## src/sv/stb_pkg.sv

```systemverilog
package stb_pkg;

	localparam int NUM_TIMERS_DEF  = 8;
	localparam int COUNT_WIDTH_DEF = 32;

	// Fixed field widths of the stream payload.
	localparam int KIND_W   = 3;
	localparam int INDEX_W  = 3;
	localparam int VALUE_W  = 32;
	localparam int OUT_W    = 32;
	localparam int S_DATA_W = 40;
	localparam int M_DATA_W = 40;

	typedef enum logic [KIND_W-1:0] {
		KIND_TICK       = 3'd0,
		KIND_CONFIG     = 3'd1,
		KIND_SET_RELOAD = 3'd2,
		KIND_RESTART    = 3'd3,
		KIND_QUERY      = 3'd4
	} kind_t;

	typedef enum logic [1:0] {
		ST_IDLE,
		ST_TICK,
		ST_WRITE,
		ST_RESP
	} state_t;

	typedef struct packed {
		kind_t              kind;
		logic [VALUE_W-1:0] value;
		logic               count_up;
		logic               enable_on;
	} cmd_t;

endpackage

```

## src/sv/stb_ram.sv

```systemverilog
module stb_ram #(
	parameter int WIDTH = 67,
	parameter int DEPTH = 8
) (
	input  logic                                   clk,
	input  logic                                   we,
	input  logic [((DEPTH > 1) ? $clog2(DEPTH) : 1)-1:0] waddr,
	input  logic [WIDTH-1:0]                       wdata,
	input  logic                                   re,
	input  logic [((DEPTH > 1) ? $clog2(DEPTH) : 1)-1:0] raddr,
	output logic [WIDTH-1:0]                       rdata
);

	logic [WIDTH-1:0] mem [DEPTH];

	always_ff @(posedge clk) begin
		if (we) begin
			mem[waddr] <= wdata;
		end
		if (re) begin
			rdata <= mem[raddr];
		end
	end

endmodule

```

## src/sv/stb_timer_alu.sv

```systemverilog
module stb_timer_alu import stb_pkg::*; #(
	parameter int COUNT_WIDTH = COUNT_WIDTH_DEF
) (
	input  cmd_t                   cmd,
	input  logic                   old_mode_up,
	input  logic                   old_running,
	input  logic                   old_ran_out,
	input  logic [COUNT_WIDTH-1:0] old_reload,
	input  logic [COUNT_WIDTH-1:0] old_count,
	output logic                   new_mode_up,
	output logic                   new_running,
	output logic                   new_ran_out,
	output logic [COUNT_WIDTH-1:0] new_reload,
	output logic [COUNT_WIDTH-1:0] new_count,
	output logic                   flag,
	output logic [OUT_W-1:0]       count_now
);

	logic [COUNT_WIDTH+VALUE_W-1:0] val_ext;
	logic [COUNT_WIDTH+OUT_W-1:0]   cnt_ext;
	logic [COUNT_WIDTH-1:0]         val;
	logic [COUNT_WIDTH-1:0]         inc;
	logic [COUNT_WIDTH-1:0]         dec;

	// The value field is cut down to, or zero-extended to, the counter width before it is stored.
	assign val_ext   = {{COUNT_WIDTH{1'b0}}, cmd.value};
	assign val       = val_ext[COUNT_WIDTH-1:0];
	assign inc       = old_count + COUNT_WIDTH'(1);
	assign dec       = old_count - COUNT_WIDTH'(1);
	assign cnt_ext   = {{OUT_W{1'b0}}, new_count};
	assign count_now = cnt_ext[OUT_W-1:0];

	always_comb begin
		new_mode_up = old_mode_up;
		new_running = old_running;
		new_ran_out = old_ran_out;
		new_reload  = old_reload;
		new_count   = old_count;
		flag        = 1'b0;
		unique case (cmd.kind)
			KIND_TICK: begin
				if (old_running) begin
					if (old_mode_up) begin
						new_count = inc;
						if (old_reload != '0 && inc == old_reload) begin
							new_ran_out = 1'b1;
						end
					end else if (old_count != '0) begin
						// A down timer that runs out reloads in the same step.
						if (dec == '0) begin
							new_ran_out = 1'b1;
							new_count   = old_reload;
						end else begin
							new_count = dec;
						end
					end
				end
			end
			KIND_CONFIG: begin
				new_reload  = val;
				new_mode_up = cmd.count_up;
				new_running = cmd.enable_on;
				new_ran_out = 1'b0;
				new_count   = cmd.count_up ? '0 : val;
			end
			KIND_SET_RELOAD: begin
				new_reload = val;
			end
			KIND_RESTART: begin
				new_count   = old_mode_up ? '0 : old_reload;
				new_ran_out = 1'b0;
				new_running = 1'b1;
			end
			KIND_QUERY: begin
				flag        = old_ran_out;
				new_ran_out = 1'b0;
			end
			default: begin
			end
		endcase
	end

endmodule

```

## src/sv/software_timer_bank.sv

```systemverilog
// Channel  Direction  Signals                          Contents
// s_axis   in         s_tvalid s_tready s_tdata s_tuser timer commands
// m_axis   out        m_tvalid m_tready m_tdata         one result per command
//
// A tick walks the timer memory one entry per cycle, reading the next entry
// while the current one is written back, and then gives its result.
// Configure, set reload, restart and query go through read, write and result steps;
// a command for an unknown kind or a missing timer goes straight to the result step.
// Reset clears all timers at once through per-entry valid bits; no sweep is needed.
// A stalled output holds one result while the next command is already taken.
module software_timer_bank import stb_pkg::*; #(
	parameter int NUM_TIMERS  = NUM_TIMERS_DEF,
	parameter int COUNT_WIDTH = COUNT_WIDTH_DEF
) (
	input  logic                clk,
	input  logic                arst_n,
	input  logic                s_tvalid,
	output logic                s_tready,
	// timer_index[2:0], value[34:3], count_up[35], enable_on[36], zero fill
	input  logic [S_DATA_W-1:0] s_tdata,
	// kind[2:0]
	input  logic [KIND_W-1:0]   s_tuser,
	output logic                m_tvalid,
	input  logic                m_tready,
	// elapsed[0], count_now[32:1], zero fill
	output logic [M_DATA_W-1:0] m_tdata
);

	localparam int IW = (NUM_TIMERS > 1) ? $clog2(NUM_TIMERS) : 1;
	localparam int EW = 2 * COUNT_WIDTH + 3;

	state_t                 state_q;
	state_t                 state_d;
	kind_t                  in_kind;
	logic [INDEX_W-1:0]     in_idx;
	logic [6:0]             in_idx_ext;
	logic                   in_known;
	logic                   in_hit;
	logic [IW-1:0]          in_addr;
	cmd_t                   in_cmd;
	cmd_t                   cmd_q;
	logic [IW-1:0]          ptr_q;
	logic [NUM_TIMERS-1:0]  valid_q;
	logic                   vld_s1;
	logic                   rd_en;
	logic [IW-1:0]          rd_addr;
	logic                   wr_en;
	logic [EW-1:0]          ram_rdata;
	logic [EW-1:0]          rd_entry;
	logic [EW-1:0]          wr_entry;
	logic                   res_flag_q;
	logic [OUT_W-1:0]       res_count_q;
	logic                   m_tvalid_q;
	logic [M_DATA_W-1:0]    m_tdata_q;
	logic                   out_load;
	logic                   alu_mode_up;
	logic                   alu_running;
	logic                   alu_ran_out;
	logic [COUNT_WIDTH-1:0] alu_reload;
	logic [COUNT_WIDTH-1:0] alu_count;
	logic                   alu_flag;
	logic [OUT_W-1:0]       alu_count_now;

	assign in_kind    = kind_t'(s_tuser);
	assign in_idx     = s_tdata[2:0];
	assign in_idx_ext = {4'b0, in_idx};
	assign in_addr    = in_idx_ext[IW-1:0];
	assign in_cmd     = '{kind: in_kind, value: s_tdata[34:3],
		count_up: s_tdata[35], enable_on: s_tdata[36]};

	always_comb begin
		unique case (in_kind)
			KIND_CONFIG, KIND_SET_RELOAD, KIND_RESTART, KIND_QUERY: in_known = 1'b1;
			default: in_known = 1'b0;
		endcase
	end

	assign in_hit = in_known && (in_idx_ext < 7'(NUM_TIMERS));

	assign out_load = (state_q == ST_RESP) && (!m_tvalid_q || m_tready);

	always_ff @(posedge clk or negedge arst_n) begin
		if (!arst_n) begin
			state_q <= ST_IDLE;
		end else begin
			state_q <= state_d;
		end
	end

	always_comb begin
		state_d  = state_q;
		s_tready = 1'b0;
		rd_en    = 1'b0;
		rd_addr  = ptr_q;
		wr_en    = 1'b0;
		unique case (state_q)
			ST_IDLE: begin
				s_tready = 1'b1;
				if (s_tvalid) begin
					if (in_kind == KIND_TICK) begin
						rd_en   = 1'b1;
						rd_addr = '0;
						state_d = ST_TICK;
					end else if (in_hit) begin
						rd_en   = 1'b1;
						rd_addr = in_addr;
						state_d = ST_WRITE;
					end else begin
						state_d = ST_RESP;
					end
				end
			end
			ST_TICK: begin
				wr_en = 1'b1;
				if (ptr_q == IW'(NUM_TIMERS - 1)) begin
					state_d = ST_RESP;
				end else begin
					rd_en   = 1'b1;
					rd_addr = ptr_q + IW'(1);
				end
			end
			ST_WRITE: begin
				wr_en   = 1'b1;
				state_d = ST_RESP;
			end
			ST_RESP: begin
				if (!m_tvalid_q || m_tready) begin
					state_d = ST_IDLE;
				end
			end
		endcase
	end

	// An entry that was never written since reset reads as all zeros.
	always_ff @(posedge clk or negedge arst_n) begin
		if (!arst_n) begin
			valid_q    <= '0;
			m_tvalid_q <= 1'b0;
		end else begin
			if (wr_en) begin
				valid_q[ptr_q] <= 1'b1;
			end
			if (out_load) begin
				m_tvalid_q <= 1'b1;
			end else if (m_tready) begin
				m_tvalid_q <= 1'b0;
			end
		end
	end

	always_ff @(posedge clk) begin
		if (rd_en) begin
			ptr_q  <= rd_addr;
			vld_s1 <= valid_q[rd_addr];
		end
		if (s_tvalid && s_tready) begin
			cmd_q       <= in_cmd;
			res_flag_q  <= 1'b0;
			res_count_q <= '0;
		end
		if (state_q == ST_WRITE) begin
			res_flag_q  <= alu_flag;
			res_count_q <= alu_count_now;
		end
		if (out_load) begin
			m_tdata_q <= {{(M_DATA_W - OUT_W - 1){1'b0}}, res_count_q, res_flag_q};
		end
	end

	assign rd_entry = vld_s1 ? ram_rdata : '0;

	stb_ram #(
		.WIDTH(EW),
		.DEPTH(NUM_TIMERS)
	) u_ram (
		.clk  (clk),
		.we   (wr_en),
		.waddr(ptr_q),
		.wdata(wr_entry),
		.re   (rd_en),
		.raddr(rd_addr),
		.rdata(ram_rdata)
	);

	stb_timer_alu #(
		.COUNT_WIDTH(COUNT_WIDTH)
	) u_alu (
		.cmd        (cmd_q),
		.old_mode_up(rd_entry[2*COUNT_WIDTH+2]),
		.old_running(rd_entry[2*COUNT_WIDTH+1]),
		.old_ran_out(rd_entry[2*COUNT_WIDTH]),
		.old_reload (rd_entry[2*COUNT_WIDTH-1:COUNT_WIDTH]),
		.old_count  (rd_entry[COUNT_WIDTH-1:0]),
		.new_mode_up(alu_mode_up),
		.new_running(alu_running),
		.new_ran_out(alu_ran_out),
		.new_reload (alu_reload),
		.new_count  (alu_count),
		.flag       (alu_flag),
		.count_now  (alu_count_now)
	);

	assign wr_entry = {alu_mode_up, alu_running, alu_ran_out, alu_reload, alu_count};

	assign m_tvalid = m_tvalid_q;
	assign m_tdata  = m_tdata_q;

endmodule
```

## config.mk

```make
export PLATFORM = sky130hd
export DESIGN_NAME = software_timer_bank
export DESIGN_NICKNAME = d
export VERILOG_FILES = /design/src/sv/stb_pkg.sv /design/src/sv/stb_ram.sv /design/src/sv/stb_timer_alu.sv /design/src/sv/software_timer_bank.sv
export SDC_FILE = /design/constraint.sdc
export NUM_CORES = 1
export LEC_CHECK = 0
export ABC_AREA = 1
export BUFFER_PORTS_ARGS = -buffer_cell sky130_fd_sc_hd__buf_2
export CAP_MARGIN = 20
export CORE_MARGIN = 4
export CORE_UTILIZATION = 45
export CTS_CLUSTER_SIZE = 30
export DETAILED_ROUTE_END_ITERATION = 7
export HOLD_SLACK_MARGIN = 0.02
export MAX_ROUTING_LAYER = met4
export PLACE_DENSITY = 0.64
export SLEW_MARGIN = 0
export SYNTH_ARGS = -nofsm -noshare
export SYNTH_HDL_FRONTEND = slang
export SYNTH_SLANG_ARGS = --single-unit
```

## constraint.sdc

```tcl
create_clock -name clk -period 5.5 [get_ports clk]
set_input_delay 1.1 -clock clk [delete_from_list [all_inputs] [get_ports clk]]
set_output_delay 1.1 -clock clk [all_outputs]
set_load 0.05 [all_outputs]
```

# Yosys cells after proc, flatten, opt, wreduce, memory -nomap -nowiden

Memories as Yosys holds them, arrays and structs flattened. A register that Yosys moved wholly into a read port is not among the register bits.
Index checks and enable logic that the tools add are counted.

Magnitude comparators: 4
Eq/ne operators: 16
Reductions and logical operators: 20
Add/subtract/negate cells: 3
Multiplexer cells: 49
Bitwise gates (word level): 1

Operators with widths:

| kind                                                                  | number |
|---|---|
| 32-bit two-way mux                                                    | 9 |
| 32-bit one-hot mux with 3 select lines                                | 1 |
| 67-bit two-way mux                                                    | 1 |
| 32-bit nonzero test                                                   | 2 |
| 32-bit by 1-bit adder with 32-bit output, second input constant       | 1 |
| 32-bit equality test                                                  | 1 |
| 32-bit logical NOT                                                    | 1 |
| 32-bit by 1-bit subtractor with 32-bit output, second input constant  | 1 |
| 1-bit two-way mux                                                     | 23 |
| 3-bit by 2-bit equality test with 1-bit output, second input constant | 4 |
| 3-bit by 4-bit < comparator with 1-bit output, second input constant  | 3 |
| 3-bit two-way mux                                                     | 4 |
| 3-bit equality test, second input constant                            | 3 |
| 2-bit two-way mux                                                     | 4 |
| 8-bit bitwise OR                                                      | 1 |
| 2-bit one-hot mux with 4 select lines                                 | 1 |
| 3-bit by 1-bit equality test with 1-bit output, second input constant | 2 |
| 3-bit logical NOT                                                     | 2 |
| 1-bit one-hot mux with 2 select lines                                 | 3 |
| 3-bit one-hot mux with 2 select lines                                 | 1 |
| 1-bit logical AND                                                     | 5 |
| 2-bit equality test, second input constant                            | 2 |
| 2-bit != test, second input constant                                  | 2 |
| 2-bit nonzero test                                                    | 2 |
| 13 further kinds                                                      | 14 |

Input port bits: 47
Logic and storage cells: 106
Bits in registers: 118
Memories kept: 1
Bits in writable memories: 536
Output and inout bits: 42

Memory list:

| name      | words | bits a word | rd ports | clocked after memory_dff | wr ports | RTL line      | source |
|---|---|---|---|---|---|---|---|
| u_ram.mem | 8     | 67          | 1        | 1                        | 1        | stb_ram.sv:14 | `logic [WIDTH-1:0] mem [DEPTH];` |

# Depth between registers and ports, before layout

Depth after elaboration: 10
Mapped depth: 24
Depth with buffers taken out: 22

# Hierarchy

A second synthesis with hierarchy kept.

Cells, all modules: 4066
Area total of the unflattened synthesis: 36244.8 µm²

Modules (own cells, without submodules):

| module              | seq. area each (µm²) | cells each | times used | area an instance (µm²) |
|---|---|---|---|---|
| stb_ram             | 18107.4              | 2401       | 1          | 25416.9 |
| stb_timer_alu       | 0.0                  | 1223       | 1          | 5935.7 |
| software_timer_bank | 3488.3               | 442        | 1          | 4892.2 |

# Worst setup path before layout

Ideal clock, no wire load.

Path type: reg-to-reg
Start point: reg state_q[0]
End point: mem u_ram.mem[3][0], enable pin
Path slack: 1.306 ns
Stages on the path, launching flop included: 5
Path buffers: 0
Data required time: 5.007 ns
Clock period less this slack: 4.194 ns
Setup time: 0.493 ns
Arrival: 3.701 ns
Path through: dfrtp_1 -> inv_1 -> ha_1 -> nand2_1 -> nor2_1

Cells in the longest elaborated chain, start to end: 5
Elaborated cells between the ends (all ways): 6
Classes of those cells: eq/ne: 2; mux: 3; reduce/logical: 1

Ends and longest elaborated chain:

| what                                                                                         | RTL line                  | source |
|---|---|---|
| start: declaration                                                                           | software_timer_bank.sv:32 | `state_t state_q;` |
| start signal: assignment                                                                     | software_timer_bank.sv:86 | `state_q <= state_d;` |
| 2-bit equality test / 2-bit by 1-bit equality test with 1-bit output (equally long branches) | software_timer_bank.sv:96 | `unique case (state_q)` |
| 2-bit OR reduction (no line) (*)                                                             | --                        |  |
| 1-bit two-way mux (*)                                                                        | software_timer_bank.sv:96 |  |
| named net u_ram.we                                                                           | stb_ram.sv:6              | `input logic we,` |
| 1-bit two-way mux (*)                                                                        | stb_ram.sv:17             | `if (we) begin` |
| 1-bit two-way mux (implied by the code) (*)                                                  | stb_ram.sv:18             | `mem[waddr] <= wdata;` |
| end: declaration                                                                             | stb_ram.sv:14             |  |

The timed path passes the listed nets; every way through them passes the cells marked *.

# Worst setup path after layout

Start point: reg vld_s1
End point: mem u_ram.mem[5][30], data pin

Cells in the longest elaborated chain, start to end: 8
Elaborated cells between the ends (all ways): 11
Classes of those cells: add/sub: 2; mux: 7; reduce/logical: 2

Ends and longest elaborated chain:

| what                                          | RTL line                   | source |
|---|---|---|
| start: declaration                            | software_timer_bank.sv:44  | `logic vld_s1;` |
| start signal: assignment                      | software_timer_bank.sv:154 | `vld_s1 <= valid_q[rd_addr];` |
| 67-bit two-way mux (*)                        | software_timer_bank.sv:170 | `assign rd_entry = vld_s1 ? ram_rdata : '0;` |
| 32-bit by 1-bit subtractor with 32-bit output | stb_timer_alu.sv:29        | `assign dec = old_count - COUNT_WIDTH'(1);` |
| 32-bit logical NOT                            | stb_timer_alu.sv:50        | `if (dec == '0) begin` |
| 32-bit two-way mux                            | stb_timer_alu.sv:50        |  |
| 32-bit two-way mux                            | stb_timer_alu.sv:48        | `end else if (old_count != '0) begin` |
| 32-bit two-way mux                            | stb_timer_alu.sv:43        | `if (old_mode_up) begin` |
| 32-bit two-way mux                            | stb_timer_alu.sv:42        | `if (old_running) begin` |
| 32-bit one-hot mux with 3 select lines (*)    | stb_timer_alu.sv:40        | `unique case (cmd.kind)` |
| named net alu_count[30]                       | software_timer_bank.sv:60  | `logic [COUNT_WIDTH-1:0] alu_count;` |

Marked as above.

==> flow_results.org <==
** Finish
- Ant. Diodes :: 0
- Most common cell after layout, fill and taps aside :: nor2_1
- Most frequent cells in the layout :: nor2_1, edfxtp_1, nand2_1, o21ai_0, inv_1
- Area added between synthesis and finish :: 11.97%
- Final Instance Count excl. Fillers :: 4150
- After the last flow step, the layout net total stands at 3201.
- Proportion of layout cells with a drive suffix above 1 :: 0.1072

** STA
- The number of max-slew violations in the final report was 0.
- Setup violations remaining at the end of the flow were counted as 0.
- RSZ-0062 raised after global routing :: false
- Hold Violations, Final :: 0
- Ratio of final minimum period to clock period :: 0.7707
- Highest achievable clock rate :: 235.9 MHz
- Tightest Pin Transition :: 1112 ps
- Counting I/O delays and the setup requirement, the final critical path takes 4239 ps.
- Setup TNS after final layout :: 0 ps
- Worst clock skew on the final layout :: 16.31 ps
- In this run the tightest slew margin relative to its limit is 0.2584.

** Setup path
- Slowest cell on the critical path :: nor2_1
- For this run, the slowest stage of the critical path takes 440 ps.
- Counting cells, the worst reg-to-reg path comes to 20.
- Top cell by count, worst path :: nand2_1
- STA classifies the critical path endpoint as a flip-flop.
- Critical Path AT :: 4540 ps
- The signal on the critical path passes through buf_12 > nand2_2 > ha_1 > nand2_2 > nor2_4 > nand2_2 > nor2_4 > nand3_1 > nand2_1 > nor2_1 > nand2_1 > nor2_4 > nand3_4 > o21ai_0 > nand2_1 > nand3_1 > nand2_1 > nand2_1 > nor2_1 > inv_1.
- For flop-to-flop paths, the worst setup slack is 1260 ps.
- The worst register-to-register path ends at u_ram.mem[5][30]$_DFFE_PP_.
- The worst setup path is launched from a flip-flop.
- Data required, critical path :: 5810 ps
- Top fanout value on the critical path :: 39
- RR Startpoint :: vld_s1$_DFFE_PP_
- Worst setup path category :: reg -> reg

** Route
- # DRC :: 0
- Number of routed nets with antenna violations :: 0
- Via count :: 23500
- Total wire length :: 96160 um
- Router iterations before antenna repair :: 7
- Dividing the detail-routed via count by the number of cells gives 5.662.
- Routed len/inst :: 23.17 um
- For this block, the initial DRC count from the detailed router was 2594.

** Clock network
- TritonCTS built the clock tree.
- Total of cells resized after clock tree synthesis :: 0
- For the worst-skew pair, the clock arrives at the later sink with an insertion delay of 630 ps.
- Clock-pin slew was measured on the worst setup and hold paths at 60 ps.
- The tree built by TritonCTS fans out to 721 sinks.
- Counting the buffers created by CTS gives 75.
- The cell sitting at the root of the clock tree is a clkbuf_16.
- The clock tree synthesis step divided the H-tree into 3 levels.
- After clock tree synthesis, the setup repair step added 0 buffers.
- The longest clock path from root to sink contains 3 buffers.
- For this design, the CTS-stage hold fixing added 0 buffers.

** Place
- In this run the tool buffered the top-level ports with 78 buffer cells.
- Weighted congestion reported at the end of routability-driven placement :: 1.085
- HPWL after detailed placement :: 61890 um
- # placed instances :: 4015

** Synthesis
- Xor and xnor area share after synthesis :: 0.01072
- Post-synth ARST share :: 0.01526
- Of the total synthesized cell area, the portion taken by AND, OR, NAND and NOR gates is 0.1888.
- After synthesis, the share of cell area in mux cells is 0.
- Top area cells in the synthesized netlist :: edfxtp_1, nor2_1, nand2_1, o21ai_0, inv_1
- Of the synthesized area, sequential elements account for 0.6582.
- A synthesized cell averages 10.61 um^2.
- The post-synthesis compound-gate area fraction is 0.09408.
- The synthesized netlist contains 48 unique library cells.
- Counting flops with a built-in enable in the synthesized netlist gives 710.
- Adder-Cell Fraction of Synth Area :: 0.003432
- Of the post-synthesis cell area, the dominant cell type holds 0.6498.
- The cell count after synthesis came out at 3093.
- Synth area leader :: edfxtp_1
- Count of synthesis-stage warnings from yosys :: 0
- Syn Std Cell Area :: 32810 um^2
- Largest family of logic cells by synthesized area :: simple AND/OR/NAND/NOR gates
- After synthesis the netlist holds a flip-flop and latch count of 721.
- Dominant synthesized flop cell :: edfxtp_1

** Power and ir drop
- Proportion of total power due to net switching :: 0.4392
- In this run the power spent charging and discharging nets is 11620 uW.
- Across the VDD grid, the largest voltage drop is 888.5 uV.
- Part of the total power dissipated in sequential elements :: 0.355
- Part of the total power dissipated in combinational logic :: 0.462
- In this run the static leakage power is 0.01355 uW.
- Cell area power density :: 720.1 nW/um^2
- Clk network pwr share :: 0.183
- Internal Pwr Total :: 14840 uW

** GRT
- For met1 alone, demand over resource in global routing was 0.3495.
- The via count of the first global-routing pass is 22280.
- In this run the most used layer during global routing was met2.
- Entering global routing, the biggest net connects 176 pins.
- Global routing finished with a remaining overflow of 0.
- First-pass GRT wire length :: 143000 um
- In the global route stage, met3 resource usage came out at 0.04790.
- In the global route stage, overall resource usage came out at 0.2513.
- For met2 alone, demand over resource in global routing was 0.3784.
- The initial antenna violation count is 0.

** Run
- Across the run, the number of max-cap violations was 0.

** Die
- Area of the core :: 71850 um^2
- Die Ht :: 278.0 um
- 89 I/O pins were placed.
- The die covers 77300 um^2.
- X dimension of the die :: 278.0 um
- In this run the core area contains 98 standard-cell rows.
- Initial Utilization :: 0.4566

** Status
- The run finished with clean final reports.

** Hold path
- The path class of the tightest hold or removal check is in -> async.
[metrics by stage]
step                setup slack [ps]  hold slack (ps)  area (um^2)  total power [uW]    util
finish                          1261            347.1        36740             26460  0.5113
global route                    1026            344.6        36740             28090  0.5113
CTS                             1312            321.1        36680             26460  0.5104
detailed placement              1337            407.1        34330             21550  0.4778
global placement                1316            405.4        34310             21270  0.4775
floorplan                       1306            400.3        32830             17650       -
[worst max-delay path, delay by kind of cell, from the launching register on]
kind,cells,cell delay [ps]
adders and majority gates,1,260
DFF,1,420
and+or+nand+nor,16,2520
buffers and inverters,2,470
AOI/OAI and AO/OA,1,150
[layout make-up]
| class | count | area (um^2) |
|---|---|---|
| multi-input combinational | 2011 | 9878 |
| sequential | 721 | 21600 |
| clock buffer | 89 | 1951 |
| timing repair buffer | 124 | 923.4 |
| tap | 950 | 1189 |
| clock inverter | 43 | 396.6 |
| fill | 6360 | 35120 |
| inverter | 212 | 803.3 |
[cell usage after synthesis (8+ instances only)]
cell      count
inv_1       203
nor2_1      742
o32a_1       67
o21ai_0     210
o21ai_2      19
nand3_1     103
nor2_2       13
a31oi_1      25
clkbuf_1    127
nand2_1     443
a21oi_1      55
edfxtp_1    710
or2_2        11
ha_1          9
dfrtp_1      11
xor2_1       33
buf_2        10
nand2_4       9
nor3_1       83
nand2_2      24
buf_4         8
o31ai_1      67
o22ai_1      25
nor2_4       11
nand4_1      26
[sequential cells by signal (all words and copies together) (netlist names)]
signal / cells
m_tdata: 33
state_q: 2
vld_s1: 1
valid_q: 8
u_ram.rdata: 67
res_flag_q: 1
res_count_q: 32
m_tvalid: 1
cmd_q: 37
ptr_q: 3
u_ram.mem: 536
[worst max-delay path by stage]
| stage | slack, ps | endpoint | depth (start not counted) | start |
|---|---|---|---|---|
| finish | 1260 | u_ram.mem[5][30]$_DFFE_PP_ | 20 | vld_s1$_DFFE_PP_ |
| CTS | 1310 | u_ram.mem[1][30]$_DFFE_PP_ | 20 | vld_s1$_DFFE_PP_ |
| global route | 1030 | u_ram.mem[5][30]$_DFFE_PP_ | 20 | vld_s1$_DFFE_PP_ |
| detailed placement | 1340 | u_ram.mem[0][30]$_DFFE_PP_ | 20 | vld_s1$_DFFE_PP_ |
| global placement | 1320 | u_ram.mem[4][30]$_DFFE_PP_ | 20 | vld_s1$_DFFE_PP_ |
| floorplan | 1310 | u_ram.mem[3][0]$_DFFE_PP_ | 4 | state_q[0]$_DFFE_PN0P_ |
[cells by family after synthesis]
group           count (synthesis)
buf+inv                       367
simple gates                 1476
xor+xnor                       37
flops                         721
fa+ha+maj                       9
compound gates                482
other cells                     1
[power groups by stage]
stage          clock network (uW)  logic, uW  registers, uW
2_1_floorplan                   0       8050           9600
3_3_place_gp                    0      11800           9440
3_5_place_dp                    0      12100           9480
4_1_cts                      4930      12100           9390
5_1_grt                      5170      13400           9490
6_report                     4850      12200           9380
[routing by layer]
metal / routed length [um] / part of all wire
met4: 3299 / 0.034
met5: 0 / 0
met2: 43520 / 0.45
met3: 7778 / 0.081
met1: 41560 / 0.43
(Power assumes the default switching activity.)
